### config.mk
export PLATFORM = sky130hd
export DESIGN_NAME = hsv_traffic_light_color_classifier
export DESIGN_NICKNAME = d
export VERILOG_FILES = /design/src/rtl/core/htlc_pkg.sv /design/src/rtl/core/hsv_traffic_light_color_classifier.sv /design/src/rtl/core/htlc_div.sv /design/src/rtl/core/htlc_hsv.sv /design/src/rtl/core/htlc_count.sv
export SDC_FILE = /design/constraint.sdc
export NUM_CORES = 2
export LEC_CHECK = 0
export BUFFER_PORTS_ARGS = -buffer_cell sky130_fd_sc_hd__buf_2
export CAP_MARGIN = 30
export CORE_MARGIN = 2
export CORE_UTILIZATION = 24
export DETAILED_ROUTE_END_ITERATION = 10
export MAX_ROUTING_LAYER = met4
export PLACE_DENSITY_LB_ADDON = 0.12
export SLEW_MARGIN = 20
export SYNTH_ARGS = -nofsm -noshare
export SYNTH_HDL_FRONTEND = slang
export SYNTH_SLANG_ARGS = --single-unit
### constraint.sdc
create_clock -name aclk -period 8.2 [get_ports aclk]
set_input_delay 0.41 -clock aclk [delete_from_list [all_inputs] [get_ports aclk]]
set_output_delay 0.41 -clock aclk [all_outputs]
set_load 0.02 [all_outputs]
### src/rtl/core/htlc_pkg.sv
package htlc_pkg;

    // Pixel count limit, default for the top-level parameter
    localparam int MAX_PIXELS_DEF = 65536;

    // Fixed-point reciprocal format
    localparam int FRAC_BITS = 12;
    localparam int CH_W      = 8;

    // Divider and datapath widths
    localparam int DIV_NUM_W = 20;                      // (255 << 12) + 127 fits
    localparam int SDEN_W    = CH_W;                    // max channel
    localparam int HDEN_W    = 11;                      // 6 * diff
    localparam int HDIV_W    = 17;                      // hue reciprocal, diff >= 1
    localparam int RAW_W     = 12;                      // signed hue numerator, -255..1275
    localparam int PRODS_W   = CH_W + DIV_NUM_W;        // diff * sat reciprocal
    localparam int PRODH_W   = RAW_W + HDIV_W + 1;      // raw * hue reciprocal, signed
    localparam int HUE_W     = PRODH_W - FRAC_BITS;
    localparam int SAT_W     = PRODS_W + 1 - FRAC_BITS;

    // Verdict codes
    localparam logic [1:0] COLOR_NONE   = 2'd0;
    localparam logic [1:0] COLOR_RED    = 2'd1;
    localparam logic [1:0] COLOR_GREEN  = 2'd2;
    localparam logic [1:0] COLOR_YELLOW = 2'd3;

    // Register map
    localparam logic       REG_SHARE_DIVISOR = 1'b0;
    localparam logic [7:0] DIVISOR_RESET     = 8'd50;

    // Per-pixel classification passed from the converter to the counters
    typedef struct packed {
        logic last;
        logic red;
        logic green;
        logic yellow;
    } pix_class_t;

endpackage

### src/rtl/core/hsv_traffic_light_color_classifier.sv
// Traffic-light colour classifier over a region of interest.
// Input stream (s_*): one BGR pixel per transfer, s_tlast marks the last
// pixel of the region. Each pixel is converted to 8-bit HSV (hue 0..179)
// and tested against the red, green and yellow ranges; saturating counters
// keep the totals.
// Output stream (m_*): one verdict per region, issued after the last pixel.
// A colour wins when its count times share_divisor exceeds the pixel total.
// Pixels are converted one at a time, a new one only after the last is
// handed off: the transfer, the two 20-step bit-serial reciprocal
// dividers that run in parallel, a check that both are done, the product
// step and the hand-off to the counters, which can stall. m_tvalid rises
// after the last pixel's conversion, the serial divisor multiply and compare.
// Reset (aresetn low, synchronous) clears all counts, drops m_tvalid and
// sets share_divisor to 50. When the receiver stalls, the verdict is held
// in the output register and pixels of the next region keep flowing; a
// second verdict then waits in the counters and holds back further pixels
// until the first one is taken. The user writes share_divisor over APB at
// address 0 only while the block is idle; the block leaves it unenforced.
module hsv_traffic_light_color_classifier import htlc_pkg::*; #(
    parameter int MAX_PIXELS = MAX_PIXELS_DEF
) (
    input  logic        aclk,
    input  logic        aresetn,
    // pixel input
    input  logic        s_tvalid,
    output logic        s_tready,
    input  logic [23:0] s_tdata,   // blue [7:0], green [15:8], red [23:16]
    input  logic        s_tlast,   // last_pixel
    // verdict output
    output logic        m_tvalid,
    input  logic        m_tready,
    output logic [7:0]  m_tdata,   // signal_color [1:0], stop [2], zero [7:3]
    // configuration
    input  logic        psel,
    input  logic        penable,
    input  logic        pwrite,
    input  logic [2:0]  paddr,
    input  logic [31:0] pwdata,
    output logic [31:0] prdata,
    output logic        pready
);

    logic [7:0] divisor_reg;
    logic       cfg_wr;
    logic       pix_valid, pix_ready;
    pix_class_t pix;

    // Configuration register
    assign pready = 1'b1;
    assign cfg_wr = psel && penable && pwrite && pready;

    always_ff @(posedge aclk) begin
        if (!aresetn) begin
            divisor_reg <= DIVISOR_RESET;
        end else if (cfg_wr && (paddr[2] == REG_SHARE_DIVISOR)) begin
            divisor_reg <= pwdata[7:0];
        end
    end

    assign prdata = (paddr[2] == REG_SHARE_DIVISOR) ? {24'b0, divisor_reg} : 32'b0;

    htlc_hsv u_hsv (
        .aclk      (aclk),
        .aresetn   (aresetn),
        .s_tvalid  (s_tvalid),
        .s_tready  (s_tready),
        .s_tdata   (s_tdata),
        .s_tlast   (s_tlast),
        .pix_valid (pix_valid),
        .pix_ready (pix_ready),
        .pix       (pix)
    );

    htlc_count #(.MAX_PIXELS(MAX_PIXELS)) u_count (
        .aclk          (aclk),
        .aresetn       (aresetn),
        .pix_valid     (pix_valid),
        .pix_ready     (pix_ready),
        .pix           (pix),
        .share_divisor (divisor_reg),
        .m_tvalid      (m_tvalid),
        .m_tready      (m_tready),
        .m_tdata       (m_tdata)
    );

    // Stop flag agrees with the colour it is issued with
    assert property (@(posedge aclk) disable iff (!aresetn)
        m_tvalid |-> (m_tdata[2] == ((m_tdata[1:0] == COLOR_RED) ||
                                     (m_tdata[1:0] == COLOR_YELLOW))))
        else $error("stop flag does not match verdict colour");

    // Converter never offers a classified pixel while it takes a new one
    assert property (@(posedge aclk) disable iff (!aresetn)
        s_tready |-> !pix_valid)
        else $error("converter ready while a pixel is still pending");

    // A divisor write reads back on the next cycle
    assert property (@(posedge aclk) disable iff (!aresetn)
        (cfg_wr && (paddr[2] == REG_SHARE_DIVISOR)) |=>
            (paddr[2] != REG_SHARE_DIVISOR) || (prdata[7:0] == $past(pwdata[7:0])))
        else $error("share_divisor readback mismatch");

endmodule

### src/rtl/core/htlc_div.sv
// Restoring divider, one quotient bit per cycle, MSB first.
module htlc_div import htlc_pkg::*; #(
    parameter int NUM_W = DIV_NUM_W,
    parameter int DEN_W = HDEN_W
) (
    input  logic             aclk,
    input  logic             aresetn,
    input  logic             start,
    input  logic [NUM_W-1:0] num,
    input  logic [DEN_W-1:0] den,
    output logic             busy,
    output logic [NUM_W-1:0] quo
);

    localparam int CNT_W = $clog2(NUM_W + 1);

    logic [DEN_W-1:0] rem_reg, rem_next;
    logic [DEN_W-1:0] den_reg;
    logic [NUM_W-1:0] work_reg, work_next;
    logic [CNT_W-1:0] cnt_reg, cnt_next;
    logic             busy_reg, busy_next;
    logic [DEN_W:0]   trial;
    logic             ge;

    // One restoring step: bring down the next numerator bit, subtract if it fits
    always_comb begin
        trial     = {rem_reg, work_reg[NUM_W-1]};
        ge        = trial >= {1'b0, den_reg};
        rem_next  = ge ? DEN_W'(trial - {1'b0, den_reg}) : trial[DEN_W-1:0];
        work_next = {work_reg[NUM_W-2:0], ge};
        cnt_next  = cnt_reg - CNT_W'(1);
        busy_next = (cnt_reg != CNT_W'(1));
    end

    always_ff @(posedge aclk) begin
        if (!aresetn) begin
            busy_reg <= 1'b0;
            cnt_reg  <= '0;
        end else if (start) begin
            busy_reg <= 1'b1;
            cnt_reg  <= CNT_W'(NUM_W);
        end else if (busy_reg) begin
            busy_reg <= busy_next;
            cnt_reg  <= cnt_next;
        end
    end

    // Operand and partial remainder registers
    always_ff @(posedge aclk) begin
        if (start) begin
            rem_reg  <= '0;
            work_reg <= num;
            den_reg  <= den;
        end else if (busy_reg) begin
            rem_reg  <= rem_next;
            work_reg <= work_next;
        end
    end

    assign busy = busy_reg;
    assign quo  = work_reg;

endmodule

### src/rtl/core/htlc_hsv.sv
// BGR to HSV conversion and colour range test, one pixel at a time.
module htlc_hsv import htlc_pkg::*; (
    input  logic        aclk,
    input  logic        aresetn,
    input  logic        s_tvalid,
    output logic        s_tready,
    input  logic [23:0] s_tdata,
    input  logic        s_tlast,
    output logic        pix_valid,
    input  logic        pix_ready,
    output pix_class_t  pix
);

    localparam logic [1:0] ST_IDLE = 2'd0;
    localparam logic [1:0] ST_DIV  = 2'd1;
    localparam logic [1:0] ST_MUL  = 2'd2;
    localparam logic [1:0] ST_FIN  = 2'd3;

    localparam logic [DIV_NUM_W-1:0] SAT_NUM  = DIV_NUM_W'(255 << FRAC_BITS);
    localparam logic [DIV_NUM_W-1:0] HUE_NUM  = DIV_NUM_W'(180 << FRAC_BITS);
    localparam int                   HALF     = 1 << (FRAC_BITS - 1);

    logic [1:0] state_reg, state_next;

    logic [CH_W-1:0] blue, green, red;
    logic [CH_W-1:0] mx, mn, diff;
    logic [HDEN_W-1:0] hden;
    logic signed [RAW_W-1:0] raw;
    logic accept;

    logic [CH_W-1:0]         mx_reg, diff_reg;
    logic signed [RAW_W-1:0] raw_reg;
    logic                    last_reg;
    logic [PRODS_W-1:0]      prod_s_reg;
    logic signed [PRODH_W-1:0] prod_h_reg;

    logic                 sdiv_busy, hdiv_busy;
    logic [DIV_NUM_W-1:0] sdiv_q, hdiv_q;

    logic [PRODS_W:0]          sat_sum;
    logic [SAT_W-1:0]          sat;
    logic signed [PRODH_W-1:0] hue_sum;
    logic signed [HUE_W-1:0]   hue_q, hue;

    function automatic logic in_box(
        input logic signed [HUE_W-1:0] h,
        input logic [SAT_W-1:0]        s,
        input logic [CH_W-1:0]         v,
        input logic signed [HUE_W-1:0] hl,
        input logic signed [HUE_W-1:0] hh,
        input logic [SAT_W-1:0]        sl,
        input logic [CH_W-1:0]         vl
    );
        in_box = (h >= hl) && (h <= hh) && (s >= sl) && (s <= SAT_W'(255)) && (v >= vl);
    endfunction

    assign blue  = s_tdata[7:0];
    assign green = s_tdata[15:8];
    assign red   = s_tdata[23:16];

    // Channel max/min and hue numerator by sector
    always_comb begin
        mx = red;
        if (green > mx) mx = green;
        if (blue > mx)  mx = blue;
        mn = red;
        if (green < mn) mn = green;
        if (blue < mn)  mn = blue;
        diff = mx - mn;
        hden = HDEN_W'({diff, 2'b00}) + HDEN_W'({diff, 1'b0});
        if (mx == red)
            raw = $signed(RAW_W'(green)) - $signed(RAW_W'(blue));
        else if (mx == green)
            raw = $signed(RAW_W'(blue)) - $signed(RAW_W'(red))
                + $signed(RAW_W'({diff, 1'b0}));
        else
            raw = $signed(RAW_W'(red)) - $signed(RAW_W'(green))
                + $signed(RAW_W'({diff, 2'b00}));
    end

    assign s_tready = (state_reg == ST_IDLE);
    assign accept   = s_tvalid && s_tready;

    // Rounded reciprocals 255/max and 180/(6*diff)
    htlc_div #(.NUM_W(DIV_NUM_W), .DEN_W(SDEN_W)) u_sdiv (
        .aclk    (aclk),
        .aresetn (aresetn),
        .start   (accept),
        .num     (SAT_NUM + DIV_NUM_W'(mx >> 1)),
        .den     (mx),
        .busy    (sdiv_busy),
        .quo     (sdiv_q)
    );

    htlc_div #(.NUM_W(DIV_NUM_W), .DEN_W(HDEN_W)) u_hdiv (
        .aclk    (aclk),
        .aresetn (aresetn),
        .start   (accept),
        .num     (HUE_NUM + DIV_NUM_W'(hden >> 1)),
        .den     (hden),
        .busy    (hdiv_busy),
        .quo     (hdiv_q)
    );

    // Sequencer
    always_comb begin
        state_next = state_reg;
        unique case (state_reg)
            ST_IDLE: if (accept) state_next = ST_DIV;
            ST_DIV:  if (!sdiv_busy && !hdiv_busy) state_next = ST_MUL;
            ST_MUL:  state_next = ST_FIN;
            ST_FIN:  if (pix_ready) state_next = ST_IDLE;
            default: state_next = ST_IDLE;
        endcase
    end

    always_ff @(posedge aclk) begin
        if (!aresetn) begin
            state_reg <= ST_IDLE;
        end else begin
            state_reg <= state_next;
        end
    end

    // Pixel operands and products
    always_ff @(posedge aclk) begin
        if (accept) begin
            mx_reg   <= mx;
            diff_reg <= diff;
            raw_reg  <= raw;
            last_reg <= s_tlast;
        end
        if (state_reg == ST_MUL) begin
            prod_s_reg <= diff_reg * sdiv_q;
            prod_h_reg <= raw_reg * $signed({1'b0, hdiv_q[HDIV_W-1:0]});
        end
    end

    // Round, floor-shift and wrap; gray and black pixels force zero
    always_comb begin
        sat_sum = {1'b0, prod_s_reg} + (PRODS_W + 1)'(HALF);
        sat     = (mx_reg == '0) ? '0 : sat_sum[PRODS_W:FRAC_BITS];
        hue_sum = prod_h_reg + PRODH_W'(HALF);
        hue_q   = HUE_W'(hue_sum >>> FRAC_BITS);
        if (diff_reg == '0)
            hue = '0;
        else if (hue_q < 0)
            hue = hue_q + HUE_W'(180);
        else
            hue = hue_q;
    end

    // Range tests
    always_comb begin
        pix.last   = last_reg;
        pix.red    = in_box(hue, sat, mx_reg, HUE_W'(0), HUE_W'(5), SAT_W'(150), 8'd180)
                  || in_box(hue, sat, mx_reg, HUE_W'(170), HUE_W'(180), SAT_W'(150), 8'd180);
        pix.green  = in_box(hue, sat, mx_reg, HUE_W'(50), HUE_W'(85), SAT_W'(100), 8'd100);
        pix.yellow = in_box(hue, sat, mx_reg, HUE_W'(22), HUE_W'(30), SAT_W'(160), 8'd200);
    end

    assign pix_valid = (state_reg == ST_FIN);

endmodule

### src/rtl/core/htlc_count.sv
// Saturating pixel counters, bit-serial share test and verdict register.
module htlc_count import htlc_pkg::*; #(
    parameter int MAX_PIXELS = MAX_PIXELS_DEF
) (
    input  logic       aclk,
    input  logic       aresetn,
    input  logic       pix_valid,
    output logic       pix_ready,
    input  pix_class_t pix,
    input  logic [7:0] share_divisor,
    output logic       m_tvalid,
    input  logic       m_tready,
    output logic [7:0] m_tdata
);

    localparam int CNT_W  = $clog2(MAX_PIXELS + 1);
    localparam int PROD_W = CNT_W + CH_W;
    localparam logic [CNT_W-1:0] CNT_MAX = CNT_W'(MAX_PIXELS);

    localparam logic [1:0] ST_ACC = 2'd0;
    localparam logic [1:0] ST_MUL = 2'd1;
    localparam logic [1:0] ST_CMP = 2'd2;

    logic [1:0] state_reg, state_next;
    logic [2:0] bit_reg, bit_next;

    logic [CNT_W-1:0] total_reg, total_next;
    logic [CNT_W-1:0] red_reg, red_next;
    logic [CNT_W-1:0] green_reg, green_next;
    logic [CNT_W-1:0] yellow_reg, yellow_next;

    logic [PROD_W-1:0] acc_r_reg, acc_r_next;
    logic [PROD_W-1:0] acc_g_reg, acc_g_next;
    logic [PROD_W-1:0] acc_y_reg, acc_y_next;

    logic       m_valid_reg, m_valid_next;
    logic [1:0] color_reg, color_next;
    logic       stop_reg, stop_next;
    logic       load_out;
    logic [1:0] color;

    function automatic logic [CNT_W-1:0] sat_inc(input logic [CNT_W-1:0] c);
        sat_inc = (c < CNT_MAX) ? c + CNT_W'(1) : CNT_MAX;
    endfunction

    assign pix_ready = (state_reg == ST_ACC);

    // Verdict priority: red, green, yellow
    always_comb begin
        if (acc_r_reg > PROD_W'(total_reg))
            color = COLOR_RED;
        else if (acc_g_reg > PROD_W'(total_reg))
            color = COLOR_GREEN;
        else if (acc_y_reg > PROD_W'(total_reg))
            color = COLOR_YELLOW;
        else
            color = COLOR_NONE;
    end

    always_comb begin
        state_next   = state_reg;
        bit_next     = bit_reg;
        total_next   = total_reg;
        red_next     = red_reg;
        green_next   = green_reg;
        yellow_next  = yellow_reg;
        acc_r_next   = acc_r_reg;
        acc_g_next   = acc_g_reg;
        acc_y_next   = acc_y_reg;
        m_valid_next = m_valid_reg && !m_tready;
        color_next   = color_reg;
        stop_next    = stop_reg;
        load_out     = 1'b0;
        unique case (state_reg)
            ST_ACC: begin
                if (pix_valid) begin
                    total_next = sat_inc(total_reg);
                    if (pix.red)    red_next    = sat_inc(red_reg);
                    if (pix.green)  green_next  = sat_inc(green_reg);
                    if (pix.yellow) yellow_next = sat_inc(yellow_reg);
                    if (pix.last) begin
                        state_next = ST_MUL;
                        bit_next   = 3'd7;
                        acc_r_next = '0;
                        acc_g_next = '0;
                        acc_y_next = '0;
                    end
                end
            end
            // count * divisor, divisor MSB first, one bit a cycle
            ST_MUL: begin
                acc_r_next = {acc_r_reg[PROD_W-2:0], 1'b0}
                           + (share_divisor[bit_reg] ? PROD_W'(red_reg) : '0);
                acc_g_next = {acc_g_reg[PROD_W-2:0], 1'b0}
                           + (share_divisor[bit_reg] ? PROD_W'(green_reg) : '0);
                acc_y_next = {acc_y_reg[PROD_W-2:0], 1'b0}
                           + (share_divisor[bit_reg] ? PROD_W'(yellow_reg) : '0);
                if (bit_reg == 3'd0)
                    state_next = ST_CMP;
                else
                    bit_next = bit_reg - 3'd1;
            end
            // Wait for the output slot, then issue and clear the counts
            ST_CMP: begin
                if (!m_valid_reg || m_tready) begin
                    load_out     = 1'b1;
                    m_valid_next = 1'b1;
                    color_next   = color;
                    stop_next    = (color == COLOR_RED) || (color == COLOR_YELLOW);
                    total_next   = '0;
                    red_next     = '0;
                    green_next   = '0;
                    yellow_next  = '0;
                    state_next   = ST_ACC;
                end
            end
            default: state_next = ST_ACC;
        endcase
    end

    always_ff @(posedge aclk) begin
        if (!aresetn) begin
            state_reg   <= ST_ACC;
            bit_reg     <= '0;
            total_reg   <= '0;
            red_reg     <= '0;
            green_reg   <= '0;
            yellow_reg  <= '0;
            m_valid_reg <= 1'b0;
        end else begin
            state_reg   <= state_next;
            bit_reg     <= bit_next;
            total_reg   <= total_next;
            red_reg     <= red_next;
            green_reg   <= green_next;
            yellow_reg  <= yellow_next;
            m_valid_reg <= m_valid_next;
        end
    end

    // Accumulators and result payload
    always_ff @(posedge aclk) begin
        acc_r_reg <= acc_r_next;
        acc_g_reg <= acc_g_next;
        acc_y_reg <= acc_y_next;
        if (load_out) begin
            color_reg <= color_next;
            stop_reg  <= stop_next;
        end
    end

    assign m_tvalid = m_valid_reg;
    assign m_tdata  = {5'b0, stop_reg, color_reg};

endmodule
# Word level (Yosys, flattened, before mapping)
# Index checks and enable logic that the tools add are counted.
# totals
input_bits	67
ff_bits	331
word_cells	229
# classes
muxes	70
bitwise	2
mul	2
n_reduce_logical	48
eq_ne	22
order_cmp	30
add_sub_neg	24
# op_table
op	n
two-way mux 17 bit	16
one-hot mux 25 bit (2 select lines)	3
one-hot mux 17 bit (2 select lines)	4
two-way mux 20 bit	4
adder 25 bit	3
greater-than comparator 25 x 17 -> 1 bit	3
adder 17 x 1 -> 17 bit (second input constant)	4
less-than comparator 17 bit (second input constant)	4
two-way mux 25 bit	2
two-way mux 8 bit	6
two-way mux 18 bit	2
>= comparator 17 x 8 -> 1 bit (second input constant)	2
adder 30 x 13 -> 30 bit (second input constant)	1
multiplier 12 x 18 -> 30 bit	1
adder 28 x 12 -> 29 bit (second input constant)	1
multiplier 8 x 20 -> 28 bit	1
subtractor 8 x 8 -> 9 bit	3
two-way mux 12 bit	2
logical AND 1 bit	22
adder 20 x 10 -> 20 bit (first input constant)	1
two-way mux 2 bit	10
two-way mux 5 bit	4
AND reduction 4 bit	5
adder 18 x 9 -> 18 bit (second input constant)	1
other kinds (48)	93

# Longest topological paths before layout
# logic_depth
depth_word	13
ltp_mapped	35
depth_no_buf	33

# By module
# From an unflattened synthesis, not the netlist that was laid out.
# hier_totals
cells_unflattened	3814
hier_area_um2	34375.5
# modules_own_cells
module	instances	area_each_um2	cells_per_inst
htlc_hsv	1	18303.8	2140
htlc_count	1	10664.0	1196
htlc_div at u_hsv.u_hdiv	1	2538.7	223
htlc_div at u_hsv.u_sdiv	1	2263.4	185
hsv_traffic_light_color_classifier	1	605.6	70

# Least setup slack after synthesis
# OpenSTA, ideal clock, no wires.
# synth_timing
path_type	input port to flip-flop
startpoint	in s_tdata[14]
endpoint	reg u_hsv.raw_reg[11] (data pin)
path_buffers	2
slack_ns	0.692
arrival_time_ns	7.243
required_time_ns	7.935
stages	32
setup_time_ns	0.265
path_cell_list	inv_1 -> ha_1 -> clkbuf_1 -> a211oi_1 -> nand2_1 -> o21ai_1 -> nor2_1 -> nand2_1 -> o21ai_0 -> inv_1 -> ha_1 -> a21o_1 -> a21o_1 -> a21o_1 -> a2111oi_0 -> o21ai_0 -> nand2_1 -> clkbuf_1 -> a21oi_1 -> ha_1 -> fa_1 -> o41ai_1 -> xnor2_1 -> clkinv_1 -> ha_1 -> a21oi_1 -> nor2_1 -> nor2_1 -> a41oi_1 -> a211o_1 -> nand3b_1 -> o211ai_1
# synth_via
elab_chain_cells	8
# synth_lines
element	line	text
start, declared	hsv_traffic_light_color_classifier.sv:27	input logic [23:0] s_tdata,
greater-than comparator 8 bit or less-than comparator 8 bit (tied branches)	htlc_hsv.sv:64, htlc_hsv.sv:67	
two-way mux 8 bit (on tied branches)	htlc_hsv.sv:64, htlc_hsv.sv:67	
greater-than comparator 8 bit or less-than comparator 8 bit (tied branches)	htlc_hsv.sv:65, htlc_hsv.sv:68	
two-way mux 8 bit (on tied branches)	htlc_hsv.sv:65, htlc_hsv.sv:68	
subtractor 8 bit	htlc_hsv.sv:69	diff = mx - mn;
adder 12 x 11 -> 12 bit or adder 12 x 10 -> 12 bit (tied branches)	htlc_hsv.sv:78, htlc_hsv.sv:75	
two-way mux 12 bit	htlc_hsv.sv:73	else if (mx == green)
two-way mux 12 bit *	htlc_hsv.sv:71	if (mx == red)
named net u_hsv.raw[11]	htlc_hsv.sv:28	logic signed [RAW_W-1:0] raw;
end signal, assigned	htlc_hsv.sv:130	raw_reg <= raw;
end, declared	htlc_hsv.sv:32	logic signed [RAW_W-1:0] raw_reg;
# Mark *: on every way through the listed nets, which the timed path passes. The rest lies on a longest branch.
# A chain may end at the register's enable or synchronous reset.

# Worst setup path in the final report
# layout_timing
startpoint	in s_tdata[14]
endpoint	reg u_hsv.raw_reg[9] (data pin)
# Same word-level chain as after synthesis.

==> key figures <==
Timing
  – Slew margin rel.: 36.6%
  – Final TNS setup: 0 ns
  – Setup violators final: 0
  – Final setup margin: 1.01 ns
  – Max Fclk: 139 MHz
  – Max Slew Vio Count: 0
  – Worst Tran Pin Value: 0.951 ns
  – RSZ-0062 raised after global routing: false
  – Endpoints failing hold: 0
  – Hold_ws: 0.0505 ns
  – Post-layout min period: 7.19 ns
  – Clk_skew: 0.0506 ns
  – Tcrit/Tclk final: 87.7%

Worst setup path
  – Reg-to-reg startpoint: u_hsv.raw_reg[4]
  – Startpoint types: input pin
  – Worst EP arrival: 7.64 ns
  – CP Class: in2reg
  – Worst setup endpoint: u_hsv.raw_reg[9]
  – FF-to-FF path depth: 20
  – Slowest cell delay on critical path: 0.62 ns
  – Worst EP required: 8.65 ns
  – Worst setup startpoint: s_tdata[14]
  – Reg-to-Reg End: u_hsv.prod_h_reg[29]
  – CP max FO: 7
  – Most common cell on crit path: ha_1
  – Worst path slowest cell: or4_1
  – Crit. End Element: flip-flop
  – R2R Setup Slk: 1.49 ns

Synthesis
  – Post-synth EDFFs: 191
  – Ys async rst share: 0%
  – Sequential area share after synthesis: 24.1%
  – Biggest area consumer among synthesized cells: edfxtp_1
  – Synth Cell Area: 0.0333 sq mm
  – FF+latch count, synth: 306
  – Avg Cell Area, Syn: 8.76 sq um
  – Area contributors post-synth: edfxtp_1 (17%), fa_1 (16%), ha_1 (12%)
  – Yosys warns: 0
  – Most used DFF post-synth: edfxtp_1
  – Cells after Synth: 3805
  – Synth top area share: 17.2%
  – Most common cell in the netlist: inv_1
  – Most common library cells after synthesis: inv_1 (463), nand2_1 (409), ha_1 (326)
  – Synth cell types: 87

Floorplanning
  – Die Area: 0.142 sq mm
  – Die H: 377 um
  – I/O Pins: 110
  – Core box area: 0.138 sq mm
  – Starting density of the core: 24.2%
  – Rows: 136
  – Die width: 377 um

Clock tree
  – Longest Clk Path Bufs: 3
  – H-tree depth: 2
  – CTS tree: built
  – Clk_lat worst skew: 0.64 ns
  – Clock buffer count from CTS: 45
  – Clk slew on worst S/H paths: 0.06 ns
  – Clk sink count: 306
  – Clock root buffer: clkbuf_16
  – Post-CTS sizing: 0

Drt
  – DR iter-0 viols: 1326
  – DR vias/cell: 4.55
  – Final wirelength: 95.1 mm
  – Residual DRC: 0
  – ANT nets after route: 0
  – Routed wire per std cell: 16.8 um
  – TritonRoute pass-1 iters: 5
  – Routed vias: 25700

Place
  – Post-DP HPWL: 75.0 mm
  – Port bufs: 53
  – Placer Congestion: 0.841
  – Pre-CTS setup slack: 0.406 ns

Layout
  – Fillers: 14800
  – Multi-input gate area: 0.0229 sq mm
  – Fin nets: 4484
  – Layout cell share with drive strength beyond 1: 6.17%
  – Layout area overhead: 11.9%
  – Flip-flop and latch area: 0.00804 sq mm
  – Post-layout util: 27.1%

GRT
  – Remaining Overflow, GRT: 0
  – Global-route wire length before repair: 153 mm
  – Initial antenna violation count: 1
  – Tot GR Track Use: 13.9%
  – Vias in the first global route: 26800
  – Pin count of the biggest net entering global routing: 70

Hold path
  – Min-delay worst type: in2reg

Outcome
  – Status: finished, final reports clean

Job
  – Max Cap Viol: 0
==> metrics by stage <==
stage          std cells  area [sq um]
2_1_floorplan       3833         33400
3_3_place_gp        5554         35600
3_5_place_dp        5561         35700
4_1_cts             5652         37300
5_1_grt             5655         37300
6_report            5655         37300
==> what timing repair did <==
action,CTS,global route
hold buffers,7,0
hold endpoints to repair,7,0
setup endpoints to repair,0,0
buffers inserted,0,0
==> worst max-delay path, delay by kind of cell <==
kind / cells / cell delay, ns
buf+inv: 5 / 0.53
simple gates: 8 / 2.14
fa+ha+maj: 4 / 1.20
mux: 2 / 0.62
compound gates: 11 / 2.75
==> cell type report <==
cell class,count,area share [%]
diodes,1,0.00671
clock buffers,67,3.62
clock inverters,17,0.530
inverters,466,4.69
multi-input cells,2877,61.2
flip-flops and latches,306,21.5
well taps,1794,6.02
repair buffers,127,2.35
==> worst min path at each step <==
stage | end | depth (start not counted) | slack, ns | from
after floorplan | u_hsv.u_sdiv.rem_reg[7] | 2 | 0.45 | u_hsv.u_sdiv.rem_reg[7]
after global placement | u_hsv.u_sdiv.rem_reg[7] | 2 | 0.46 | u_hsv.u_sdiv.rem_reg[7]
after detailed placement | u_hsv.u_sdiv.rem_reg[7] | 2 | 0.47 | u_hsv.u_sdiv.rem_reg[7]
after CTS | divisor_reg[7] | 3 | 0.005 | pwdata[7]
after global routing | divisor_reg[2] | 3 | 0.03 | pwdata[2]
final | divisor_reg[7] | 3 | 0.05 | pwdata[7]
==> kinds of logic after synthesis <==
family	after synthesis	share of synthesized area, %
simple gates	1353	20.0
buf+inv	650	7.74
mux	51	1.72
compound gates	647	12.6
flops	306	24.1
xor+xnor	201	5.41
other cells	2	0.0225
fa+ha+maj	595	28.4
==> routing by layer <==
metal / part of all wire [%] / track usage (%) / up-vias
li1: - / - / 12900
met1: 51 / 19.3 / 12400
met2: 44 / 21.6 / 349
met3: 3.3 / 1.63 / 85
met4: 1.7 / 2.66 / 0
met5: 0 / - / -
==> layout by cell type, fill, tap and decap left out, types with 26 or more instances in the layout <==
master,Yosys,routed
nand4_1,51,51
nor2_1,275,274
and2_1,145,145
nand3_1,78,78
mux2i_1,38,37
clkbuf_16,0,47
inv_1,463,462
buf_4,36,59
o21a_1,48,48
edfxtp_1,191,191
o21ai_0,143,143
a21boi_0,35,35
buf_2,4,55
nor2b_1,81,80
dfxtp_1,115,115
a21oi_1,162,162
a21o_1,51,51
fa_1,268,268
nand2_1,409,407
nor3_1,105,105
xor2_1,51,51
and3_1,32,32
o211ai_1,26,26
nand2b_1,64,63
conb_1,2,30
xnor2_1,147,147
a211oi_1,27,27
ha_1,326,325
nor4_1,27,27
Power is not shown: default switching activity piles up to over one toggle a cycle in this logic, so the estimate is an artifact.
